===== config.mk =====
export PLATFORM = sky130hd
export DESIGN_NAME = fpba_apb_regs
export DESIGN_NICKNAME = d
export VERILOG_FILES = /design/src/assert_macros.svh /design/src/fpba_pkg.sv /design/src/fpba_apb_regs.sv
export SDC_FILE = /design/constraint.sdc
export NUM_CORES = 1
export LEC_CHECK = 0
export ABC_CLOCK_PERIOD_IN_PS = 900
export BUFFER_PORTS_ARGS = -buffer_cell sky130_fd_sc_hd__clkbuf_2
export CAP_MARGIN = 10
export CORE_MARGIN = 1
export CORE_UTILIZATION = 33
export CTS_BUF_LIST = sky130_fd_sc_hd__clkbuf_4
export CTS_CLUSTER_SIZE = 10
export DETAILED_ROUTE_END_ITERATION = 16
export PLACE_DENSITY_LB_ADDON = 0.3
export SYNTH_ARGS = -nofsm -noshare
export SYNTH_HDL_FRONTEND = slang
export SYNTH_SLANG_ARGS = --single-unit

===== constraint.sdc =====
create_clock -name clk_i -period 0.9 [get_ports clk_i]
set_input_delay 0.18 -clock clk_i [delete_from_list [all_inputs] [get_ports clk_i]]
set_output_delay 0.18 -clock clk_i [all_outputs]
set_load 0.005 [all_outputs]

===== src/assert_macros.svh =====
// Assertion macros shared by the allocator RTL.
// Depends on nothing; included by the modules that carry assertions.
`ifndef ASSERT_MACROS_SVH
`define ASSERT_MACROS_SVH

// Property must hold at every clock edge outside reset.
`define ASSERT_PROP(lbl, clk, rst_n, prop, msg) \
  lbl: assert property (@(posedge clk) disable iff (!rst_n) prop) else $error(msg);

// Expression must never be true outside reset.
`define ASSERT_NEVER(lbl, clk, rst_n, expr, msg) \
  lbl: assert property (@(posedge clk) disable iff (!rst_n) !(expr)) else $error(msg);

`endif


===== src/fpba_pkg.sv =====
// Shared types and constants of the fit-policy block allocator.
// No dependencies; used by the APB registers, controller, datapath and top level.
package fpba_pkg;

  localparam int unsigned MAX_BLOCKS_DEF = 128;
  localparam int unsigned SIZE_W         = 16;
  localparam int unsigned IDX_W          = 7;
  localparam int unsigned CMD_W          = 1;
  localparam int unsigned MODE_W         = 2;
  localparam int unsigned COUNT_W        = 8;
  localparam int unsigned DATA_W         = 32;
  localparam int unsigned PADDR_W        = 3;

  typedef enum logic [CMD_W-1:0] {
    CMD_LOAD  = 1'b0,
    CMD_ALLOC = 1'b1
  } cmd_e;

  typedef enum logic [MODE_W-1:0] {
    FIT_FIRST = 2'd0,
    FIT_BEST  = 2'd1,
    FIT_WORST = 2'd2
  } fit_mode_e;

  // Register select taken from paddr[2]
  typedef enum logic {
    REG_FIT_MODE    = 1'b0,
    REG_BLOCK_COUNT = 1'b1
  } reg_sel_e;

  typedef struct packed {
    logic [CMD_W-1:0]  command;
    logic [IDX_W-1:0]  entry_index;
    logic [SIZE_W-1:0] size_value;
  } req_t;

  typedef struct packed {
    logic              granted;
    logic [IDX_W-1:0]  chosen_index;
    logic [SIZE_W-1:0] original_size;
    logic [SIZE_W-1:0] remaining_size;
  } rsp_t;

  typedef struct packed {
    logic accept;
    logic scan_rd;
    logic wb;
    logic out_load;
  } dp_cmd_t;

  typedef struct packed {
    logic is_load;
    logic limit_zero;
    logic last_issue;
    logic found;
    logic out_full;
  } dp_sts_t;

endpackage


===== src/fpba_apb_regs.sv =====
// APB configuration registers: placement policy and searched block count.
// Depends on fpba_pkg.
module fpba_apb_regs (
  input  logic                                clk_i,
  input  logic                                rst_ni,
  input  logic                                psel,
  input  logic                                penable,
  input  logic                                pwrite,
  input  logic [fpba_pkg::PADDR_W-1:0]        paddr,
  input  logic [fpba_pkg::DATA_W-1:0]         pwdata,
  output logic [fpba_pkg::DATA_W-1:0]         prdata,
  output logic                                pready,
  output logic [fpba_pkg::MODE_W-1:0]         fit_mode_o,
  output logic [fpba_pkg::COUNT_W-1:0]        block_count_o
);

  logic [fpba_pkg::MODE_W-1:0]  fit_mode_q, fit_mode_d;
  logic [fpba_pkg::COUNT_W-1:0] block_count_q, block_count_d;
  fpba_pkg::reg_sel_e           sel;
  logic                         wr_en;

  // Low address bits are the byte offset within a word
  assign sel    = fpba_pkg::reg_sel_e'(paddr[2]);
  assign wr_en  = psel && penable && pwrite;
  assign pready = 1'b1;

  always_comb begin
    fit_mode_d    = fit_mode_q;
    block_count_d = block_count_q;
    if (wr_en) begin
      unique case (sel)
        fpba_pkg::REG_FIT_MODE:    fit_mode_d    = pwdata[fpba_pkg::MODE_W-1:0];
        fpba_pkg::REG_BLOCK_COUNT: block_count_d = pwdata[fpba_pkg::COUNT_W-1:0];
        default: ;
      endcase
    end
  end

  always_comb begin
    unique case (sel)
      fpba_pkg::REG_FIT_MODE:    prdata = fpba_pkg::DATA_W'(fit_mode_q);
      fpba_pkg::REG_BLOCK_COUNT: prdata = fpba_pkg::DATA_W'(block_count_q);
      default:                   prdata = '0;
    endcase
  end

  always_ff @(posedge clk_i or negedge rst_ni) begin
    if (!rst_ni) begin
      fit_mode_q    <= fpba_pkg::FIT_FIRST;
      block_count_q <= fpba_pkg::COUNT_W'(1);
    end else begin
      fit_mode_q    <= fit_mode_d;
      block_count_q <= block_count_d;
    end
  end

  assign fit_mode_o    = fit_mode_q;
  assign block_count_o = block_count_q;

endmodule


==> reports/results.ini <==
[power_and_ir_drop]
p_int_mw=1.14
ir_worst_vdd_v=0.000921
p_leak_nw=0.511
clkPwrFrac_pct=20.0
power_frac_seq_pct=39.5
switchingPower_mw=0.441
swShare_pct=27.8
powerDensity_nw_per_um2=1720
power_mw=1.58
p_comb_share_pct=40.5

[critical_path]
end_kind=output pin
startpoint_type=flop
slowest_delay_ps=390
worstSetupPathType=reg2out
cp.required_ps=720
path_cells=mux2_4 -> buf_6
crit_path_top_delay_cell=dfrtp_1
worstPathArrival_ps=1030
crit_path_max_fanout=2

[clock_network]
cts_tree=yes
h-tree-depth=1
clk_pin_slew_ps=70
clock-sinks=10
clockRootBuffer=clkbuf_4
cts_buffers=3
clockBufferDepth=2
clkLatencyLatePin_ps=250

[global_route]
grt_pass1_vias=400
grt_usage_pct=10.8
grt_remaining_overflow=0
grt_first_pass_wirelength_um=1690
grt_max_degree=11
antenna_found_initial=0

[outcome]
status=finished with violations
violations=negative setup slack

[route]
wl_um=1180
drt.antenna.violating_nets=0
wire_per_inst_um=9.22
vias_per_cell=3.71
drc_errors=0
drt_iter0_drc=1
dr.pass1.iters=4
num_vias=475

[yosys]
synth-seq-area-share_pct=37.2
syn_area_um2=676
synth-seq-cells=10
synth_cell_type_count=9
syn_area_per_cell_um2=11.6
yosys_warnings=0
syn_inst=58

[timing]
grt_setup_unrepaired=yes
setup_slack_ps=-313
skew_ps=0
setup_violations=18
max_freq_mhz=824
slew_violations=0
min_period_ps=1210
hold_viol=0
min_period_over_period_pct=135
whs_ps=143
tns_ps=-3010

[final_layout]
nFillCells=204
syn2layout_area_growth_pct=36.1
final_common_cell=clkbuf_2
fin_nets=142
final_cell_mix=clkbuf_2 (28), conb_1 (25), buf_6 (11), mux2_2 (10), dfrtp_1 (9)
num_antenna_cells=0
drive_above_1_share_pct=58.4
final_core_util_pct=47.4

[floorplan]
coreArea_um2=1940
rows=16
floorplan.die_area_um2=2230
initial_core_util_pct=34.8
ios=83
die_x_um=47.3
die_h_um=47.3

[run]
drv_cap=0

[placed_design]
dp_hpwl_um=881
numPortBuffers=31
gp_congestion=0.628

[min_path]
hold_class=in2reg

-- power groups by stage --
stage          clock network, mW  registers, mW  logic, mW
2_1_floorplan                  0          0.632      0.265
3_3_place_gp                   0          0.620      0.455
3_5_place_dp                   0          0.627      0.459
4_1_cts                    0.335          0.623      0.587
5_1_grt                    0.348          0.641      0.706
6_report                   0.316          0.626      0.642
-- cells by family after synthesis --
kind of cell,count (synthesis),share of synthesized area [%]
buffers and inverters,26,29.4
flip-flops,10,37.2
multiplexers,12,20.0
AND/OR/NAND/NOR,8,12.2
other,2,1.11
-- metal layers --
layer  global-route usage [%]  part of all wire, %
met5                        0                    0
met4                     3.43                    0
met3                     2.31                  7.9
met2                     17.8                   49
met1                     14.2                   43
-- state kept, by name, indices dropped and copies added (netlist names) --
| register | count |
|---|---|
| block_count_o | 8 |
| fit_mode_o | 2 |
-- cell usage after synthesis (all sizes together) --
library cell,n,area (um^2)
conb,2,7.51
mux2,12,135
dfstp,1,26.3
nand4b,1,23.8
nand4,1,21.3
buf,26,199
dfrtp,9,225
and2,6,37.5
-- worst paths after layout --
kind                                               from                            to  slack, ps  depth (start not counted)
max                           fit_mode_o[0]$_DFFE_PN0P_                     prdata[0]       -310                          2
min in group asynchronous                        rst_ni  block_count_o[5]$_DFFE_PN0P_        310                          2
min                                           pwdata[2]  block_count_o[2]$_DFFE_PN0P_        140                          2
min reg2reg                block_count_o[7]$_DFFE_PN0P_  block_count_o[7]$_DFFE_PN0P_        540                          1
max reg2reg                   fit_mode_o[1]$_DFFE_PN0P_     fit_mode_o[1]$_DFFE_PN0P_         20                          2
max in group asynchronous                        rst_ni  block_count_o[0]$_DFFE_PN1P_        320                          2
-- layout make-up --
cell class,count,area (um^2),area share (%)
Clock buffer,3,22.5,2.45
Clock inverter,1,3.75,0.408
Timing Repair Buffer,42,289,31.4
Multi-Input combinational cell,45,319,34.7
Sequential cell,10,251,27.3
Tap cell,27,33.8,3.67
-- stage by stage --
step	setup WS, ps	cell area, um^2	instances
floorplan	41.7	762	81
global placement	-128	790	118
detailed placement	-137	790	118
CTS	-328	890	128
global route	-344	920	128
finish	-313	920	128
-- critical path, delay by kind of cell, from the launching register on --
family                 cells  cell delay [ps]
multiplexers               1              280
buffers and inverters      1              120
flip-flops                 1              390
-- repair_timing --
| action | 4_1_cts | 5_1_grt |
|---|---|---|
| gates cloned | 0 | 0 |
| setup buffers | 5 | 1 |
| endpoints found under the setup margin | 18 | 19 |
| hold endpoints to repair | 9 | 0 |
| hold buffers | 1 | 0 |
| pin swaps | 6 | 0 |
| resized for setup | 7 | 7 |
(Power assumes the default switching activity.)
