**config.mk**
```make
export PLATFORM = sky130hd
export DESIGN_NAME = fpba_dp
export DESIGN_NICKNAME = d
export VERILOG_FILES = /design/src/fpba_pkg.sv /design/src/fpba_dp.sv
export VERILOG_INCLUDE_DIRS = /design/src /design/src/src
export SDC_FILE = /design/constraint.sdc
export NUM_CORES = 1
export LEC_CHECK = 0
export ABC_CLOCK_PERIOD_IN_PS = 6000
export BUFFER_PORTS_ARGS = -buffer_cell sky130_fd_sc_hd__buf_2
export CORE_UTILIZATION = 30
export DETAILED_ROUTE_END_ITERATION = 16
export SYNTH_ARGS = -nofsm -noshare
export SYNTH_HDL_FRONTEND = slang
export SYNTH_SLANG_ARGS = --single-unit
```
**constraint.sdc**
```tcl
create_clock -name clk_i -period 6 [get_ports clk_i]
set_input_delay 0.6 -clock clk_i [delete_from_list [all_inputs] [get_ports clk_i]]
set_output_delay 0.6 -clock clk_i [all_outputs]
set_load 0.05 [all_outputs]
```
**src/assert_macros.svh**
```systemverilog
// Assertion macros shared by the allocator RTL.
// Depends on nothing; included by the modules that carry assertions.
`ifndef ASSERT_MACROS_SVH
`define ASSERT_MACROS_SVH

// Property must hold at every clock edge outside reset.
`define ASSERT_PROP(lbl, clk, rst_n, prop, msg) \
  lbl: assert property (@(posedge clk) disable iff (!rst_n) prop) else $error(msg);

// Expression must never be true outside reset.
`define ASSERT_NEVER(lbl, clk, rst_n, expr, msg) \
  lbl: assert property (@(posedge clk) disable iff (!rst_n) !(expr)) else $error(msg);

`endif

```
**src/fpba_pkg.sv**
```systemverilog
// Shared types and constants of the fit-policy block allocator.
// No dependencies; used by the APB registers, controller, datapath and top level.
package fpba_pkg;

  localparam int unsigned MAX_BLOCKS_DEF = 128;
  localparam int unsigned SIZE_W         = 16;
  localparam int unsigned IDX_W          = 7;
  localparam int unsigned CMD_W          = 1;
  localparam int unsigned MODE_W         = 2;
  localparam int unsigned COUNT_W        = 8;
  localparam int unsigned DATA_W         = 32;
  localparam int unsigned PADDR_W        = 3;

  typedef enum logic [CMD_W-1:0] {
    CMD_LOAD  = 1'b0,
    CMD_ALLOC = 1'b1
  } cmd_e;

  typedef enum logic [MODE_W-1:0] {
    FIT_FIRST = 2'd0,
    FIT_BEST  = 2'd1,
    FIT_WORST = 2'd2
  } fit_mode_e;

  // Register select taken from paddr[2]
  typedef enum logic {
    REG_FIT_MODE    = 1'b0,
    REG_BLOCK_COUNT = 1'b1
  } reg_sel_e;

  typedef struct packed {
    logic [CMD_W-1:0]  command;
    logic [IDX_W-1:0]  entry_index;
    logic [SIZE_W-1:0] size_value;
  } req_t;

  typedef struct packed {
    logic              granted;
    logic [IDX_W-1:0]  chosen_index;
    logic [SIZE_W-1:0] original_size;
    logic [SIZE_W-1:0] remaining_size;
  } rsp_t;

  typedef struct packed {
    logic accept;
    logic scan_rd;
    logic wb;
    logic out_load;
  } dp_cmd_t;

  typedef struct packed {
    logic is_load;
    logic limit_zero;
    logic last_issue;
    logic found;
    logic out_full;
  } dp_sts_t;

endpackage

```
**src/fpba_dp.sv**
```systemverilog
// Datapath: request hold, scan counter, best-candidate tracking, output register.
// Depends on fpba_pkg and assert_macros.svh; drives the table RAM port.
`include "assert_macros.svh"

module fpba_dp #(
  parameter int unsigned MaxBlocks = fpba_pkg::MAX_BLOCKS_DEF,
  localparam int unsigned AddrW = (MaxBlocks > 1) ? $clog2(MaxBlocks) : 1,
  localparam int unsigned CntW  = ($clog2(MaxBlocks + 1) > fpba_pkg::COUNT_W) ?
                                  $clog2(MaxBlocks + 1) : fpba_pkg::COUNT_W,
  localparam int unsigned RamW  = 2 * fpba_pkg::SIZE_W
) (
  input  logic                          clk_i,
  input  logic                          rst_ni,
  input  fpba_pkg::dp_cmd_t             cmd_i,
  output fpba_pkg::dp_sts_t             sts_o,
  input  fpba_pkg::req_t                req_payload_i,
  input  logic [fpba_pkg::MODE_W-1:0]   fit_mode_i,
  input  logic [fpba_pkg::COUNT_W-1:0]  block_count_i,
  output fpba_pkg::rsp_t                rsp_payload_o,
  output logic                          rsp_valid_o,
  input  logic                          rsp_ready_i,
  output logic                          ram_we_o,
  output logic [AddrW-1:0]              ram_addr_o,
  output logic [RamW-1:0]               ram_wdata_o,
  input  logic [RamW-1:0]               ram_rdata_i
);

  localparam int unsigned SW = fpba_pkg::SIZE_W;

  fpba_pkg::req_t   req_q;
  fpba_pkg::rsp_t   out_q, rsp_d;
  logic [CntW-1:0]  limit_d, limit_q, cnt_q, count_ext;
  logic [AddrW-1:0] rd_idx_q, best_idx_q;
  logic [SW-1:0]    best_free_q, best_orig_q, rd_free, rd_orig, new_free;
  logic             rd_vld_q, found_q, out_vld_q;
  logic             fits, take, in_range_in, in_range_q;

  assign count_ext = CntW'(block_count_i);
  assign limit_d   = (count_ext > CntW'(MaxBlocks)) ? CntW'(MaxBlocks) : count_ext;

  assign in_range_in = (32'(req_payload_i.entry_index) < MaxBlocks);
  assign in_range_q  = (32'(req_q.entry_index) < MaxBlocks);

  assign rd_orig  = ram_rdata_i[RamW-1:SW];
  assign rd_free  = ram_rdata_i[SW-1:0];
  assign new_free = best_free_q - req_q.size_value;

  // Ties keep the earlier, lower index
  always_comb begin
    fits = (rd_free >= req_q.size_value);
    take = 1'b0;
    if (rd_vld_q && fits) begin
      if (!found_q) begin
        take = 1'b1;
      end else begin
        unique case (fit_mode_i)
          fpba_pkg::FIT_BEST:  take = (rd_free < best_free_q);
          fpba_pkg::FIT_WORST: take = (rd_free > best_free_q);
          default:             take = 1'b0;
        endcase
      end
    end
  end

  // Table port: load write at accept, scan read, then write-back of the pick
  always_comb begin
    ram_we_o    = 1'b0;
    ram_addr_o  = cnt_q[AddrW-1:0];
    ram_wdata_o = {best_orig_q, new_free};
    if (cmd_i.accept) begin
      ram_we_o    = (req_payload_i.command == fpba_pkg::CMD_LOAD) && in_range_in;
      ram_addr_o  = AddrW'(req_payload_i.entry_index);
      ram_wdata_o = {req_payload_i.size_value, req_payload_i.size_value};
    end else if (cmd_i.wb) begin
      ram_we_o   = 1'b1;
      ram_addr_o = best_idx_q;
    end
  end

  always_comb begin
    rsp_d = '0;
    if (req_q.command == fpba_pkg::CMD_LOAD) begin
      rsp_d.chosen_index = req_q.entry_index;
      if (in_range_q) begin
        rsp_d.original_size  = req_q.size_value;
        rsp_d.remaining_size = req_q.size_value;
      end
    end else if (found_q) begin
      rsp_d.granted        = 1'b1;
      rsp_d.chosen_index   = fpba_pkg::IDX_W'(best_idx_q);
      rsp_d.original_size  = best_orig_q;
      rsp_d.remaining_size = new_free;
    end
  end

  always_ff @(posedge clk_i or negedge rst_ni) begin
    if (!rst_ni) begin
      rd_vld_q  <= 1'b0;
      found_q   <= 1'b0;
      out_vld_q <= 1'b0;
    end else begin
      rd_vld_q <= cmd_i.scan_rd;
      if (cmd_i.accept) begin
        found_q <= 1'b0;
      end else if (take) begin
        found_q <= 1'b1;
      end
      if (cmd_i.out_load) begin
        out_vld_q <= 1'b1;
      end else if (rsp_ready_i) begin
        out_vld_q <= 1'b0;
      end
    end
  end

  always_ff @(posedge clk_i) begin
    if (cmd_i.accept) begin
      req_q   <= req_payload_i;
      limit_q <= limit_d;
      cnt_q   <= '0;
    end else if (cmd_i.scan_rd) begin
      cnt_q <= cnt_q + CntW'(1);
    end
    rd_idx_q <= cnt_q[AddrW-1:0];
    if (take) begin
      best_idx_q  <= rd_idx_q;
      best_free_q <= rd_free;
      best_orig_q <= rd_orig;
    end
    if (cmd_i.out_load) begin
      out_q <= rsp_d;
    end
  end

  assign sts_o.is_load    = (req_payload_i.command == fpba_pkg::CMD_LOAD);
  assign sts_o.limit_zero = (block_count_i == '0);
  assign sts_o.last_issue = (cnt_q == (limit_q - CntW'(1)));
  assign sts_o.found      = found_q;
  assign sts_o.out_full   = out_vld_q && !rsp_ready_i;

  assign rsp_valid_o   = out_vld_q;
  assign rsp_payload_o = out_q;

  `ASSERT_PROP(a_wb_needs_pick, clk_i, rst_ni, cmd_i.wb |-> found_q, "write-back without a chosen block")
  `ASSERT_NEVER(a_no_write_in_scan, clk_i, rst_ni, cmd_i.scan_rd && ram_we_o, "table written during scan")

endmodule

```
==> results.yml <==
run_status:
  outcome: "finished, final reports clean"
logic_synthesis:
  synth_area_mm2: 0.00666
  synthFlopType: "edfxtp_1"
  yosysTopAreaCellShare: 0.500
  synthTopCellsByArea: "edfxtp_1 50%, ha_1 9.6%, o21ai_0 4.6%"
  ys_ff_latch: 129
  async_flop_share: 0.0233
  synth_edf_count: 111
  yosys-top-cells-count: "111 x edfxtp_1, 66 x inv_1, 61 x o21ai_0, 51 x ha_1, 48 x nand2_1"
  yosysTopAreaCell: "edfxtp_1"
  syn_inst: 590
  avgSynthCellArea_um2: 11.3
  yosysMostFrequentCell: "edfxtp_1"
  syn-num-nets: 715
  yosysSeqAreaShare: 0.557
  synthDistinctLibCells: 55
  yosysWarnings: 0
layout:
  area_growth_pct: 25.7
  fin_util: 0.384
  drive_above_1_share: 0.273
  design_area_mm2: 0.00837
  n_antenna_cell: 0
  nNetsFinal: 877
routing:
  drtPass1Iterations: 5
  drt_iter0_markers: 259
  vias: 4947
  vias_per_cell: 4.73
  drc: 0
  detail-route-antenna-nets: 0
  routed_wl_mm: 17.3
  post_drt_wl_per_cell_um: 16.6
global_routing:
  grt_pass1_vias: 4789
  antenna_found_initial: 0
  overflow: 0
  grtUsageTotal: 0.160
  grt_max_degree: 75
  grt_pass1_wl_mm: 26.8
critical_path:
  crit_path_start_kind: "flop"
  crit_cells: 11
  critical_path.top_delay_family: "compound AO/OA/AOI/OAI gates"
  crit_buf_inv: 2
  endpoint_kind: "primary output"
  max_stage_delay_ps: 430
  crit_type: "flop to primary output"
  arrival_ps: 3300
  path_cells: "ha_1 > inv_1 > fa_1 > a21oi_1 > o211ai_2 > a2111oi_4 > o21bai_2 > a31oi_1 > xor2_1 > o21ai_1 > buf_2"
  rr_worst_depth: 9
  crit_fanout: 4
  cpMaxStageDelayCell: "edfxtp_1"
  worstPathRequired_ps: 5400
die:
  ios: 159
  initial_utilization: 0.305
  coreArea_mm2: 0.0218
  die_width_um: 151
  rows: 54
  fp.dieH_um: 151
  die-area_mm2: 0.0228
clock_network:
  clkLatencyLatePin_ps: 420
  clock_path_buffers: 2
  clkTransAtPathRegs_ps: 60
  clkSinkCount: 129
  cts_buffers: 17
  cts_tree: "yes"
  post_cts_buffers: 0
  h-tree-depth: 4
  ctsRootBufferMaster: "clkbuf_16"
timing:
  fin_crit_sh: 0.650
  hold_violations: 0
  slew_viol_final: 0
  setup_viol: 0
  worst_slew_pin_slew_ps: 1120
  holdWs_ps: 353
  fin_skew_ps: 12.4
  min_period_ps: 3900
  setup-tns-final_ps: 0
  slew_headroom: 0.253
  timing.fmax_mhz: 257
  rsz0062_at_grt: "no"
place:
  globalplace.congestion: 0.838
  dpl.hpwl_mm: 12.7
  io_buffers: 158
  placed_area_mm2: 0.00777
worst_hold_path:
  hp-class: "input pin to flop"
  worstHoldPathCells: 1
job:
  maxCapViolations: 0
pwr:
  p_per_area_mw_per_mm2: 326
  power.total_mw: 2.73
  peakVddDrop_mv: 0.175
  leakage_nw: 3.65
==> cells in the final DEF, fill, tap and decap left out, types with 8 or more instances in the layout <==
master	count
a21o_1	8
a21oi_1	31
buf_2	157
clkbuf_16	20
dfxtp_1	15
edfxtp_1	111
ha_1	51
inv_1	66
mux2i_1	9
nand2_1	48
nand2b_1	14
nand3_1	11
nand4_1	9
nor2_1	15
nor2b_1	10
o21ai_0	61
o21ai_1	18
xnor2_1	15
xor2_1	15
==> flip-flops by register name, indices dropped and copies added, names as in the netlist <==
name,flops
rsp_valid_o,1
rd_vld_q,1
req_q,24
rsp_payload_o,40
rd_idx_q,7
found_q,1
best_orig_q,16
cnt_q,8
best_free_q,16
limit_q,8
best_idx_q,7
==> worst paths after layout <==
check	from	to	slack, ps
max	req_q[0]	ram_wdata_o[12]	2100
min	ram_rdata_i[23]	best_orig_q[7]	350
max reg2reg	best_free_q[1]	best_orig_q[12]	2550
min reg2reg	rd_idx_q[1]	best_idx_q[1]	400
max in group asynchronous	rst_ni	found_q	5330
min in group asynchronous	rst_ni	rsp_valid_o	530
==> power breakdown <==
part	leakage (nW)	internal [mW]	switching (mW)	total (mW)
logic	2.11	0.173	0.439	0.612
clock network	0.297	0.612	0.420	1.03
registers	1.24	1.05	0.0333	1.09
==> final cells by class <==
class,instances,area [µm²]
flip-flops and latches,129,3710
clock buffers,21,504
repair buffers,163,833
clock inverters,11,86.3
fillers,2166,13500
inverters,67,251
multi-input cells,374,2640
well taps,280,350
==> stage by stage <==
step	setup slack [ps]	cells
6_report	2100	1045
5_1_grt	1950	1045
4_1_cts	2100	1045
3_5_place_dp	2280	1012
3_3_place_gp	2380	1012
2_1_floorplan	1500	590
==> repair_timing <==
action / in CTS / in global routing
endpoints found under the hold margin: 3 / 0
gates resized for setup: 0 / 0
hold buffers: 1 / 0
==> logic make-up after synthesis <==
group,count (synthesis),synth area share
adder cells (fa/ha/maj),52,0.0988
flip-flops,129,0.557
AO/OA/AOI/OAI,149,0.136
XOR/XNOR,31,0.0419
AND/OR/NAND/NOR,128,0.0956
multiplexers,14,0.0220
buffers and inverters,87,0.0496
==> routing by layer <==
metal	global-route usage	vias up	share of wire
met4	0.0515	0	0.015
met1	0.211	2318	0.47
met3	0.0364	15	0.045
li1	-	2455	-
met5	0	-	0
met2	0.258	159	0.47
(Power assumes the default switching activity.)
