==> src/assert_macros.svh <==
// Assertion macros shared by the allocator RTL.
// Depends on nothing; included by the modules that carry assertions.
`ifndef ASSERT_MACROS_SVH
`define ASSERT_MACROS_SVH

// Property must hold at every clock edge outside reset.
`define ASSERT_PROP(lbl, clk, rst_n, prop, msg) \
  lbl: assert property (@(posedge clk) disable iff (!rst_n) prop) else $error(msg);

// Expression must never be true outside reset.
`define ASSERT_NEVER(lbl, clk, rst_n, expr, msg) \
  lbl: assert property (@(posedge clk) disable iff (!rst_n) !(expr)) else $error(msg);

`endif

==> src/fpba_pkg.sv <==
// Shared types and constants of the fit-policy block allocator.
// No dependencies; used by the APB registers, controller, datapath and top level.
package fpba_pkg;

  localparam int unsigned MAX_BLOCKS_DEF = 128;
  localparam int unsigned SIZE_W         = 16;
  localparam int unsigned IDX_W          = 7;
  localparam int unsigned CMD_W          = 1;
  localparam int unsigned MODE_W         = 2;
  localparam int unsigned COUNT_W        = 8;
  localparam int unsigned DATA_W         = 32;
  localparam int unsigned PADDR_W        = 3;

  typedef enum logic [CMD_W-1:0] {
    CMD_LOAD  = 1'b0,
    CMD_ALLOC = 1'b1
  } cmd_e;

  typedef enum logic [MODE_W-1:0] {
    FIT_FIRST = 2'd0,
    FIT_BEST  = 2'd1,
    FIT_WORST = 2'd2
  } fit_mode_e;

  // Register select taken from paddr[2]
  typedef enum logic {
    REG_FIT_MODE    = 1'b0,
    REG_BLOCK_COUNT = 1'b1
  } reg_sel_e;

  typedef struct packed {
    logic [CMD_W-1:0]  command;
    logic [IDX_W-1:0]  entry_index;
    logic [SIZE_W-1:0] size_value;
  } req_t;

  typedef struct packed {
    logic              granted;
    logic [IDX_W-1:0]  chosen_index;
    logic [SIZE_W-1:0] original_size;
    logic [SIZE_W-1:0] remaining_size;
  } rsp_t;

  typedef struct packed {
    logic accept;
    logic scan_rd;
    logic wb;
    logic out_load;
  } dp_cmd_t;

  typedef struct packed {
    logic is_load;
    logic limit_zero;
    logic last_issue;
    logic found;
    logic out_full;
  } dp_sts_t;

endpackage

==> src/fpba_ctrl.sv <==
// Controller state machine: accept, table scan, write-back, result transfer.
// Depends on fpba_pkg and assert_macros.svh.
`include "assert_macros.svh"

module fpba_ctrl (
  input  logic              clk_i,
  input  logic              rst_ni,
  input  logic              req_valid_i,
  output logic              req_ready_o,
  input  fpba_pkg::dp_sts_t sts_i,
  output fpba_pkg::dp_cmd_t cmd_o
);

  typedef enum logic [4:0] {
    ST_IDLE = 5'b00001,
    ST_SCAN = 5'b00010,
    ST_LAST = 5'b00100,
    ST_WB   = 5'b01000,
    ST_RESP = 5'b10000
  } state_e;

  state_e state_q, state_d;

  always_comb begin
    state_d        = state_q;
    cmd_o          = '0;
    req_ready_o    = 1'b0;
    unique case (state_q)
      ST_IDLE: begin
        req_ready_o = 1'b1;
        if (req_valid_i) begin
          cmd_o.accept = 1'b1;
          state_d = (sts_i.is_load || sts_i.limit_zero) ? ST_RESP : ST_SCAN;
        end
      end
      ST_SCAN: begin
        cmd_o.scan_rd = 1'b1;
        if (sts_i.last_issue) begin
          state_d = ST_LAST;
        end
      end
      // last read data is compared in this cycle
      ST_LAST: state_d = ST_WB;
      ST_WB: begin
        cmd_o.wb = sts_i.found;
        state_d  = ST_RESP;
      end
      ST_RESP: begin
        if (!sts_i.out_full) begin
          cmd_o.out_load = 1'b1;
          state_d        = ST_IDLE;
        end
      end
      default: state_d = ST_IDLE;
    endcase
  end

  always_ff @(posedge clk_i or negedge rst_ni) begin
    if (!rst_ni) begin
      state_q <= ST_IDLE;
    end else begin
      state_q <= state_d;
    end
  end

  `ASSERT_PROP(a_one_item_at_a_time, clk_i, rst_ni, cmd_o.accept |=> !req_ready_o, "item accepted while busy")

endmodule

==> config.mk <==
export PLATFORM = sky130hd
export DESIGN_NAME = fpba_ctrl
export DESIGN_NICKNAME = d
export VERILOG_FILES = /design/src/fpba_pkg.sv /design/src/fpba_ctrl.sv
export VERILOG_INCLUDE_DIRS = /design/src /design/src/src
export SDC_FILE = /design/constraint.sdc
export NUM_CORES = 1
export LEC_CHECK = 0
export BUFFER_PORTS_ARGS = -buffer_cell sky130_fd_sc_hd__buf_2
export CAP_MARGIN = 20
export CORE_AREA = 4 4 41 43
export DETAILED_ROUTE_END_ITERATION = 12
export DIE_AREA = 0 0 45 47
export HOLD_SLACK_MARGIN = 0.15
export PLACE_DENSITY = 0.53
export SLEW_MARGIN = 20
export SYNTH_ARGS = -nofsm -noshare
export SYNTH_HDL_FRONTEND = slang
export SYNTH_SLANG_ARGS = --single-unit
==> constraint.sdc <==
create_clock -name clk_i -period 3 [get_ports clk_i]
set_input_delay 0.3 -clock clk_i [delete_from_list [all_inputs] [get_ports clk_i]]
set_output_delay 0.3 -clock clk_i [all_outputs]
set_load 0.01 [all_outputs]
==> qor.yml, run 1 <==
tritoncts.num_buffers: 3
drt-vias-per-instance: 4.55
postRouteAntennaNets: 0
initialDrtViolationCount: 2
maxClockFrequency_mhz: 514
cpPeakStageDelay_ns: 0.41
worst_endpoint_data_arrival_time_ns: 1.65
place_hpwl_um: 516
reg.largest.list: "state_q (5)"
antenna_violations_before_repair: 0
sequential_fraction_of_the_synthesis_area: 0.402
maximum_clock_insertion_buffer_count: 2
synthesis.area_um2: 314
pin_count: 13
final_hold_violation_count: 0
start_kind: "flip-flop"
placeableCoreArea_um2: 1300
largest-register: "state_q"
tightestPinTransition_ns: 0.349
clockRootBuffer: "sky130_fd_sc_hd__clkbuf_4"
postSynthRegisterBits: 5
rows: 13
floorplan.initialDensity: 0.241
routed_vias: 300
hp-class: "in2reg"
area_growth_syn_to_layout_pct: 36.7
worstPathCellList: "or3_4 > or3b_4 > inv_2 > buf_2"
critical_path_peak_fanout: 6
endpoint_kind: "output pin"
grtUsageTotal: 0.0841
cpMaxStageDelayCell: "sky130_fd_sc_hd__dfrtp_1"
place.gp.congestion: 0.766
power.density_nw_per_um2: 729
grt_residual_overflow: 0
floorplan.die_area_um2: 2120
post-route-period-util: 0.648
path_buf_inv: 2
grt_max_degree: 8
final.setup_skew_ns: 0.00125
x_dimension_of_the_die_um: 45
max_slew_margin: 0.765
setup-violations-final: 0
ys_types: 24
worst-setup-path-type: "reg2out"
critical_path_required_ns: 2.70
drive_gt1_frac: 0.451
post_synth_inst_count: 34
hold_slack_ns: 0.290
wire_per_inst_um: 9.76
io_buffer_count: 12
synth_warnings: 0
path_delay_family: "simple AND/OR/NAND/NOR gates"
tritoncts: "yes"
synthesis.area_per_instance_um2: 9.24
mappedNetlistNets: 42
max-vdd-ir-drop_mv: 0.314
maxCapViolCount: 0
insertion_delay_ns: 0.24
detail_route.drc_violations: 0
drv_slew: 0
num-nets-final: 60
route.final.wire_length_um: 644
largest_register_ffs: 5
setup_repair_after_global_routing_missed_its_margin: "no"
finalSetupTns_ns: 0
grt_first_pass_wirelength_mm: 1.19
cts.htree.levels: 1
first_global_vias: 295
detail_route.first_pass.iterations: 3
die_h_um: 47
clkSinkCount: 5
power_leakage_nw: 0.218
antennaDiodeCount: 0
cts.clk_slew.worst_paths_ns: 0.04
post-route-min-period_ns: 1.95
report.power.total_uw: 313
outcome: "finished, final reports clean"
-- synthesized netlist by cell type, drive strengths merged --
cell / n / area (µm²)
o22ai: 1 / 6.26
o31ai: 1 / 7.51
inv: 2 / 7.50
nand3: 1 / 5.00
a21o: 2 / 16.3
and2b: 1 / 8.76
nand3b: 2 / 15.0
dfstp: 1 / 26.3
or2: 1 / 6.26
o21ai: 1 / 5.00
a21oi: 1 / 5.00
or3b: 1 / 11.3
nor4: 2 / 12.5
and3: 1 / 6.26
and2: 2 / 12.5
nor2: 4 / 15.0
or3: 1 / 11.3
a221o: 1 / 10.0
nor3b: 1 / 12.5
dfrtp: 4 / 100
nand2b: 1 / 6.26
nand2: 2 / 7.51
-- through the flow --
step / setup WS [ns] / cell area, µm² / utilization / cells
floorplan: 1.37 / 314 / - / 34
global placement: 1.32 / 393 / 0.302 / 61
detailed placement: 1.31 / 393 / 0.302 / 61
CTS: 1.04 / 429 / 0.330 / 66
global route: 0.877 / 429 / 0.330 / 66
finish: 1.05 / 429 / 0.330 / 66
-- layer usage --
metal,wire length [µm],GRT usage,vias up
li1,-,-,155
met1,292,0.0853,130
met2,260,0.119,13
met3,83,0.0575,2
met4,8,0.0702,0
met5,0,0,-
-- where the power goes --
part           switching (mW)  internal (mW)
Combinational          0.0587         0.0681
Sequential             0.0221         0.0879
Clock                  0.0260         0.0502
-- cell type report --
cell class	instances	area, µm²
Fill cell	148	872
Multi-Input combinational cell	27	180
Sequential cell	5	126
Timing Repair Buffer	13	70.1
Clock buffer	4	26.3
Tap cell	15	18.8
Inverter	2	7.51
-- cells by family after synthesis --
family / after synthesis / synth area share
flip-flops: 5 / 0.402
AO/OA/AOI/OAI: 7 / 0.159
buffers and inverters: 2 / 0.0239
AND/OR/NAND/NOR: 20 / 0.414
-- cells in the final DEF (no fill, tap or decap) --
cell                            synthesis  layout
sky130_fd_sc_hd__a21o_1                 1       1
sky130_fd_sc_hd__a21o_2                 1       1
sky130_fd_sc_hd__a21oi_1                1       1
sky130_fd_sc_hd__a221o_1                1       1
sky130_fd_sc_hd__and2_1                 2       2
sky130_fd_sc_hd__and2b_2                1       1
sky130_fd_sc_hd__and3_1                 1       1
sky130_fd_sc_hd__buf_2                  0      12
sky130_fd_sc_hd__clkbuf_1               0       1
sky130_fd_sc_hd__clkbuf_4               0       3
sky130_fd_sc_hd__dfrtp_1                4       4
sky130_fd_sc_hd__dfstp_2                1       1
sky130_fd_sc_hd__dlygate4sd3_1          0       1
sky130_fd_sc_hd__inv_1                  1       1
sky130_fd_sc_hd__inv_2                  1       1
sky130_fd_sc_hd__nand2_1                2       2
sky130_fd_sc_hd__nand2b_1               1       1
sky130_fd_sc_hd__nand3_1                1       1
sky130_fd_sc_hd__nand3b_1               2       2
sky130_fd_sc_hd__nor2_1                 4       4
sky130_fd_sc_hd__nor3b_2                1       1
sky130_fd_sc_hd__nor4_1                 2       2
sky130_fd_sc_hd__o21ai_0                1       1
sky130_fd_sc_hd__o22ai_1                1       1
sky130_fd_sc_hd__o31ai_1                1       1
sky130_fd_sc_hd__or2_2                  1       1
sky130_fd_sc_hd__or3_4                  1       1
sky130_fd_sc_hd__or3b_4                 1       1
-- final timing paths --
path                             from    endpoint  slack (ns)  cells past startpoint
setup / recovery           state_q[4]    cmd_o[2]        1.05                      4
hold / removal               sts_i[2]  state_q[1]        0.29                      2
setup reg to reg           state_q[4]  state_q[0]        1.33                      3
hold reg to reg            state_q[4]  state_q[4]        0.61                      2
max in group asynchronous      rst_ni  state_q[0]        2.39                      2
min in group asynchronous      rst_ni  state_q[3]        0.40                      2
-- worst register-to-register path, cell delays in order, from the launching register on --
cell and delay (ns):
sky130_fd_sc_hd__dfrtp_1 0.41, sky130_fd_sc_hd__or3_4 0.41, sky130_fd_sc_hd__or3b_4 0.41, sky130_fd_sc_hd__a221o_1 0.37
-- repair_timing --
action,in CTS,in global routing
endpoints found under the hold margin,5,0
gates resized for setup,0,0
setup buffers,0,0
hold buffers,1,0
Power figures use the tool's default switching activity.
==> inputs of run 2 (changes only) <==
Settings changed: PLACE_DENSITY 0.53 to 0.55.
Clock period 3 ns to 1.7 ns, I/O delays scaled along.
==> run 2 against run 1 <==
Largest cell class unchanged. Final cell count up 9.1%. Wire length up 13%. Clock power up 80%. Sequential share of layout area down 3.9 points. Register-to-register slack worse by 1.4 ns. Worst setup slack worse by 1.1 ns. Hold slack worse by 0.082 ns. Die area unchanged. The run now ends with negative setup slack left. Critical path depth unchanged. Largest power group unchanged. Critical endpoint unchanged.
==> qor.yml, run 2 (synthesis gave the netlist of run 1 again) <==
floorplan.die_area_um2: 2120
use_met1: 0.113
die_h_um: 47
area_growth_syn_to_layout_pct: 57.8
drv_slew: 0
hold_sp: "sts_i[4]"
outcome: "finished with violations"
mostFrequentLayoutCells: "sky130_fd_sc_hd__buf_2, sky130_fd_sc_hd__buf_4, sky130_fd_sc_hd__nor2_1, sky130_fd_sc_hd__dfrtp_1, sky130_fd_sc_hd__clkbuf_4"
clkSinkCount: 5
largest_register_ffs: 5
placeableCoreArea_um2: 1300
r2r_end: "state_q[0]"
critical_path_required_ns: 1.53
setup-violations-final: 2
post-route-period-util: 1.02
rows: 13
tightestPinTransition_ns: 0.345
maxClockFrequency_mhz: 578
antennaDiodeCount: 0
floorplan.initialDensity: 0.241
io_buffer_count: 12
violations_in_the_final_reports: "negative setup slack"
worst-setup-path-type: "reg2out"
hold_path_depth: 3
grt_max_degree: 8
cts.htree.levels: 1
routed_vias: 331
grt_util_met3: 0.0230
tritoncts.num_buffers: 3
regToRegSetupSlack_ns: -0.02
cts.clk_slew.worst_paths_ns: 0.04
grt.met2_usage: 0.138
antenna_violations_before_repair: 0
power.density_nw_per_um2: 1210
maxCapViolCount: 0
drt-vias-per-instance: 4.60
fin_util: 0.381
postRouteAntennaNets: 0
power_leakage_nw: 0.251
whs_endpoint: "state_q[1]"
crit-reg2reg-launch: "state_q[2]"
critical_path_peak_fanout: 2
report.power.total_uw: 602
final-instance-count-excl-fill: 72
setup_repair_after_global_routing_missed_its_margin: "yes"
detail_route.drc_violations: 0
largest-register: "state_q"
wire_per_inst_um: 10.1
worst_endpoint_data_arrival_time_ns: 1.56
grt_residual_overflow: 0
insertion_delay_ns: 0.24
pre_cts_slack_ns: 0.0772
postLayoutSetupSlackWorst_ns: -0.0301
tritoncts: "yes"
hp-class: "in2reg"
drive_gt1_frac: 0.509
x_dimension_of_the_die_um: 45
clockRootBuffer: "sky130_fd_sc_hd__clkbuf_4"
grtUsageTotal: 0.0944
place.gp.congestion: 0.690
route.final.wire_length_um: 729
detail_route.first_pass.iterations: 2
final.setup_skew_ns: 0.00415
grt_most_used_layer: "met2"
max_slew_margin: 0.768
dp.cells: 63
reg.largest.list: "state_q (5)"
reg2reg_depth: 4
initialDrtViolationCount: 1
pin_count: 13
max-vdd-ir-drop_mv: 0.500
place_hpwl_um: 537
maximum_clock_insertion_buffer_count: 2
endpoint_kind: "output pin"
first_global_vias: 358
post-route-min-period_ns: 1.73
start_kind: "flip-flop"
grt_first_pass_wirelength_mm: 1.38
num-nets-final: 66
final_hold_violation_count: 0
most_frequent_standard_cell_in_the_layout_excluding_fill_and_tap_cells: "sky130_fd_sc_hd__buf_2"
==> run 2: final cells by class <==
cell class / count / area [µm²]
fillers: 143 / 806
well taps: 15 / 18.8
multi-input cells: 27 / 193
clock buffers: 4 / 26.3
flip-flops and latches: 5 / 126
repair buffers: 19 / 124
inverters: 2 / 7.51
==> run 2: worst max-delay path by stage <==
stage,slack (ns),from,end
detailed placement,0.08,state_q[3],state_q[0]
CTS,-0.05,state_q[2],cmd_o[2]
floorplan,0.09,state_q[4],state_q[0]
global route,-0.1,state_q[2],cmd_o[3]
global placement,0.1,state_q[3],state_q[0]
finish,-0.03,state_q[2],cmd_o[2]
==> run 2: timing repair <==
action / in CTS / in global routing
pin swaps: 2 / 2
hold buffers: 2 / 0
setup buffers: 3 / 0
endpoints found under the setup margin: 3 / 6
hold endpoints to repair: 6 / 0
gates resized for setup: 2 / 1
==> run 2: report_power, final <==
group | switching, mW | total (mW) | internal (mW)
clock | 0.0485 | 0.137 | 0.0887
sequential | 0.0351 | 0.190 | 0.155
combinational | 0.124 | 0.274 | 0.150
total | 0.208 | 0.602 | 0.394
==> run 2: critical path: stages, from the launching register on <==
cell and delay, ns:
sky130_fd_sc_hd__dfrtp_1 0.37, sky130_fd_sc_hd__or3_4 0.40, sky130_fd_sc_hd__or3b_4 0.39, sky130_fd_sc_hd__inv_2 0.07, sky130_fd_sc_hd__buf_6 0.09
==> run 2: routing by layer <==
layer  up-vias  share of wire
li1        172              -
met5         -              0
met1       148           0.43
met2        11           0.49
met3         0          0.078
met4         0              0
==> run 2: metrics by stage <==
step                      TNS [ns]  instance area (µm²)  hold slack [ns]
after floorplan                  0                  314           -0.126
after global placement           0                  408          -0.0105
after detailed placement         0                  408         -0.00941
after CTS                   -0.115                  489            0.199
after global routing        -0.328                  495            0.207
final                      -0.0471                  495            0.208
==> inputs of run 3 (changes only) <==
Settings changed: ABC_AREA from default to 1, CORE_AREA 4 4 41 43 to default, CORE_MARGIN from default to 4, CORE_UTILIZATION from default to 26, DIE_AREA 0 0 45 47 to default, PLACE_DENSITY 0.55 to 0.57.
==> run 3 against run 2 <==
The flow now finishes without violations. Maximum frequency up 22%. Utilization up 1.1 points. Die area down 6.6%. Via count up 5.4%. Combinational power down 12%. Register-to-register slack better by 0.58 ns. Largest cell class unchanged. Highest routed layer unchanged.
==> qor.yml, run 3 <==
route.final.wire_length_um: 736
post_cts_resize_count: 0
initialDrtViolationCount: 5
synth-edff-count: 0
grt_first_pass_wirelength_mm: 1.25
post-route-period-util: 0.832
x_dimension_of_the_die_um: 44.4
cts.htree.levels: 1
insertion_delay_ns: 0.24
synth_warnings: 0
synthFlopType: "sky130_fd_sc_hd__dfrtp_1"
hold_slack_ns: 0.185
post-route-min-period_ns: 1.41
floorplan.die_area_um2: 1980
place.gp.congestion: 0.750
power.density_nw_per_um2: 1240
grtUsageTotal: 0.0872
grt_residual_overflow: 0
area_growth_syn_to_layout_pct: 33.0
grt_max_degree: 7
detail_route.first_pass.iterations: 4
max-vdd-ir-drop_mv: 0.493
yosys.area.top_type_share: 0.290
wire_per_inst_um: 9.32
synthesis.area_per_instance_um2: 7.19
tightestPinTransition_ns: 0.273
drt-vias-per-instance: 4.42
synth.top_cells.by_area: "sky130_fd_sc_hd__dfrtp_1, sky130_fd_sc_hd__inv_1, sky130_fd_sc_hd__nor2_1"
setup-violations-final: 0
worst_endpoint_data_arrival_time_ns: 1.24
cts-hold-fix-buffers: 1
pre_cts_slack_ns: 0.532
max_slew_margin: 0.816
reg.largest.list: "state_q (5)"
final.setup_skew_ns: 0.00196
synth_common_cells: "sky130_fd_sc_hd__inv_1, sky130_fd_sc_hd__nor2_1, sky130_fd_sc_hd__nand2_1"
clockRootBuffer: "sky130_fd_sc_hd__clkbuf_4"
maxClockFrequency_mhz: 707
pin_count: 13
worst-setup-path-type: "reg2out"
drv_slew: 0
routed_vias: 349
power_leakage_nw: 0.278
postRouteAntennaNets: 0
share_of_async_settable_or_async_resettable_flops_after_synthesis: 1.00
antennaDiodeCount: 0
maximum_clock_insertion_buffer_count: 2
detailed_place.area_um2: 423
place_hpwl_um: 623
outcome: "finished, final reports clean"
hp-class: "in2reg"
floorplan.initialDensity: 0.295
final_hold_violation_count: 0
layout.cell_area.non_filler_um2: 459
start_kind: "flip-flop"
mostFrequentLayoutCells: "sky130_fd_sc_hd__buf_2, sky130_fd_sc_hd__inv_1, sky130_fd_sc_hd__nor2_1"
clkSinkCount: 5
tritoncts: "yes"
placeableCoreArea_um2: 1170
largest-register: "state_q"
largest_register_ffs: 5
rows: 12
synthesis.area_um2: 345
ys_types: 15
setup_repair_after_global_routing_missed_its_margin: "no"
critical_path_peak_fanout: 6
mappedNetlistNets: 56
critical_path_required_ns: 1.53
post_synth_inst_count: 48
antenna_violations_before_repair: 0
postSynthRegisterBits: 5
endpoint_kind: "output pin"
num-nets-final: 74
io_buffer_count: 12
post_cts_setup_buffer_count: 0
drive_gt1_frac: 0.369
postLayoutSetupSlackWorst_ns: 0.285
detail_route.drc_violations: 0
first_global_vias: 317
most_frequent_standard_cell_in_the_layout_excluding_fill_and_tap_cells: "sky130_fd_sc_hd__buf_2"
die_h_um: 44.4
post-synth-top-area-cell: "sky130_fd_sc_hd__dfrtp_1"
maxCapViolCount: 0
num-fill-cells: 131
finalSetupTns_ns: 0
yosysMostFrequentCell: "sky130_fd_sc_hd__inv_1"
tritoncts.num_buffers: 3
cts.clk_slew.worst_paths_ns: 0.04
sequential_fraction_of_the_synthesis_area: 0.366
report.power.total_uw: 571
[run 3: cell types whose count changed in the layout (fill, tap and decap cells not counted), sizes merged, moves of 3 or more]
cell   previous run  this run
inv               2        11
nand3             1         6
nand4             0         3
nor2              4        12
nand2             2         7
buf              17        12
[run 3: routing by layer]
layer  global-route usage  share of wire  routed length, µm
met3               0.0366          0.038                 28
met5                    0              0                  0
met1                0.102           0.41                305
met2                0.131           0.54                401
met4               0.0542              0                  0
[run 3: per-stage QoR]
step / std cells / util
6_report: 79 / 0.392
5_1_grt: 79 / 0.392
4_1_cts: 79 / 0.392
3_5_place_dp: 74 / 0.361
3_3_place_gp: 74 / 0.361
2_1_floorplan: 48 / -
[run 3: worst paths after layout]
check	startpoint	end	slack [ns]	cells past startpoint
max	state_q[3]	cmd_o[3]	0.29	4
min	sts_i[4]	state_q[1]	0.18	4
max reg2reg	state_q[3]	state_q[4]	0.56	4
min reg2reg	state_q[3]	state_q[3]	0.57	1
max in group asynchronous	rst_ni	state_q[0]	1.21	2
min in group asynchronous	rst_ni	state_q[3]	0.27	2
[run 3: power by group]
group	leakage (nW)	switching [mW]	internal (mW)	total (mW)
sequential	0.0649	0.0413	0.156	0.197
combinational	0.198	0.141	0.0983	0.240
clock	0.0150	0.0457	0.0885	0.134
[run 3: critical path, cell delays in order (launching register included)]
cell and delay [ns]:
sky130_fd_sc_hd__dfrtp_1 0.43, sky130_fd_sc_hd__nor2_4 0.19, sky130_fd_sc_hd__nand3_2 0.13, sky130_fd_sc_hd__nor2_2 0.11
sky130_fd_sc_hd__buf_2 0.14
[run 3: cell families after synthesis]
family	Yosys count	share of synthesized area
buffers and inverters	11	0.120
flip-flops	5	0.366
AND/OR/NAND/NOR	29	0.453
AO/OA/AOI/OAI	3	0.0616
[run 3: area by class of cell]
class                      instances  area (µm²)  share of cell area
multi-input combinational         32         178               0.387
sequential                         5         126               0.275
timing repair buffer              13        70.1               0.153
clock buffer                       4        26.3              0.0572
inverter                          11        41.3              0.0899
tap                               14        17.5              0.0381
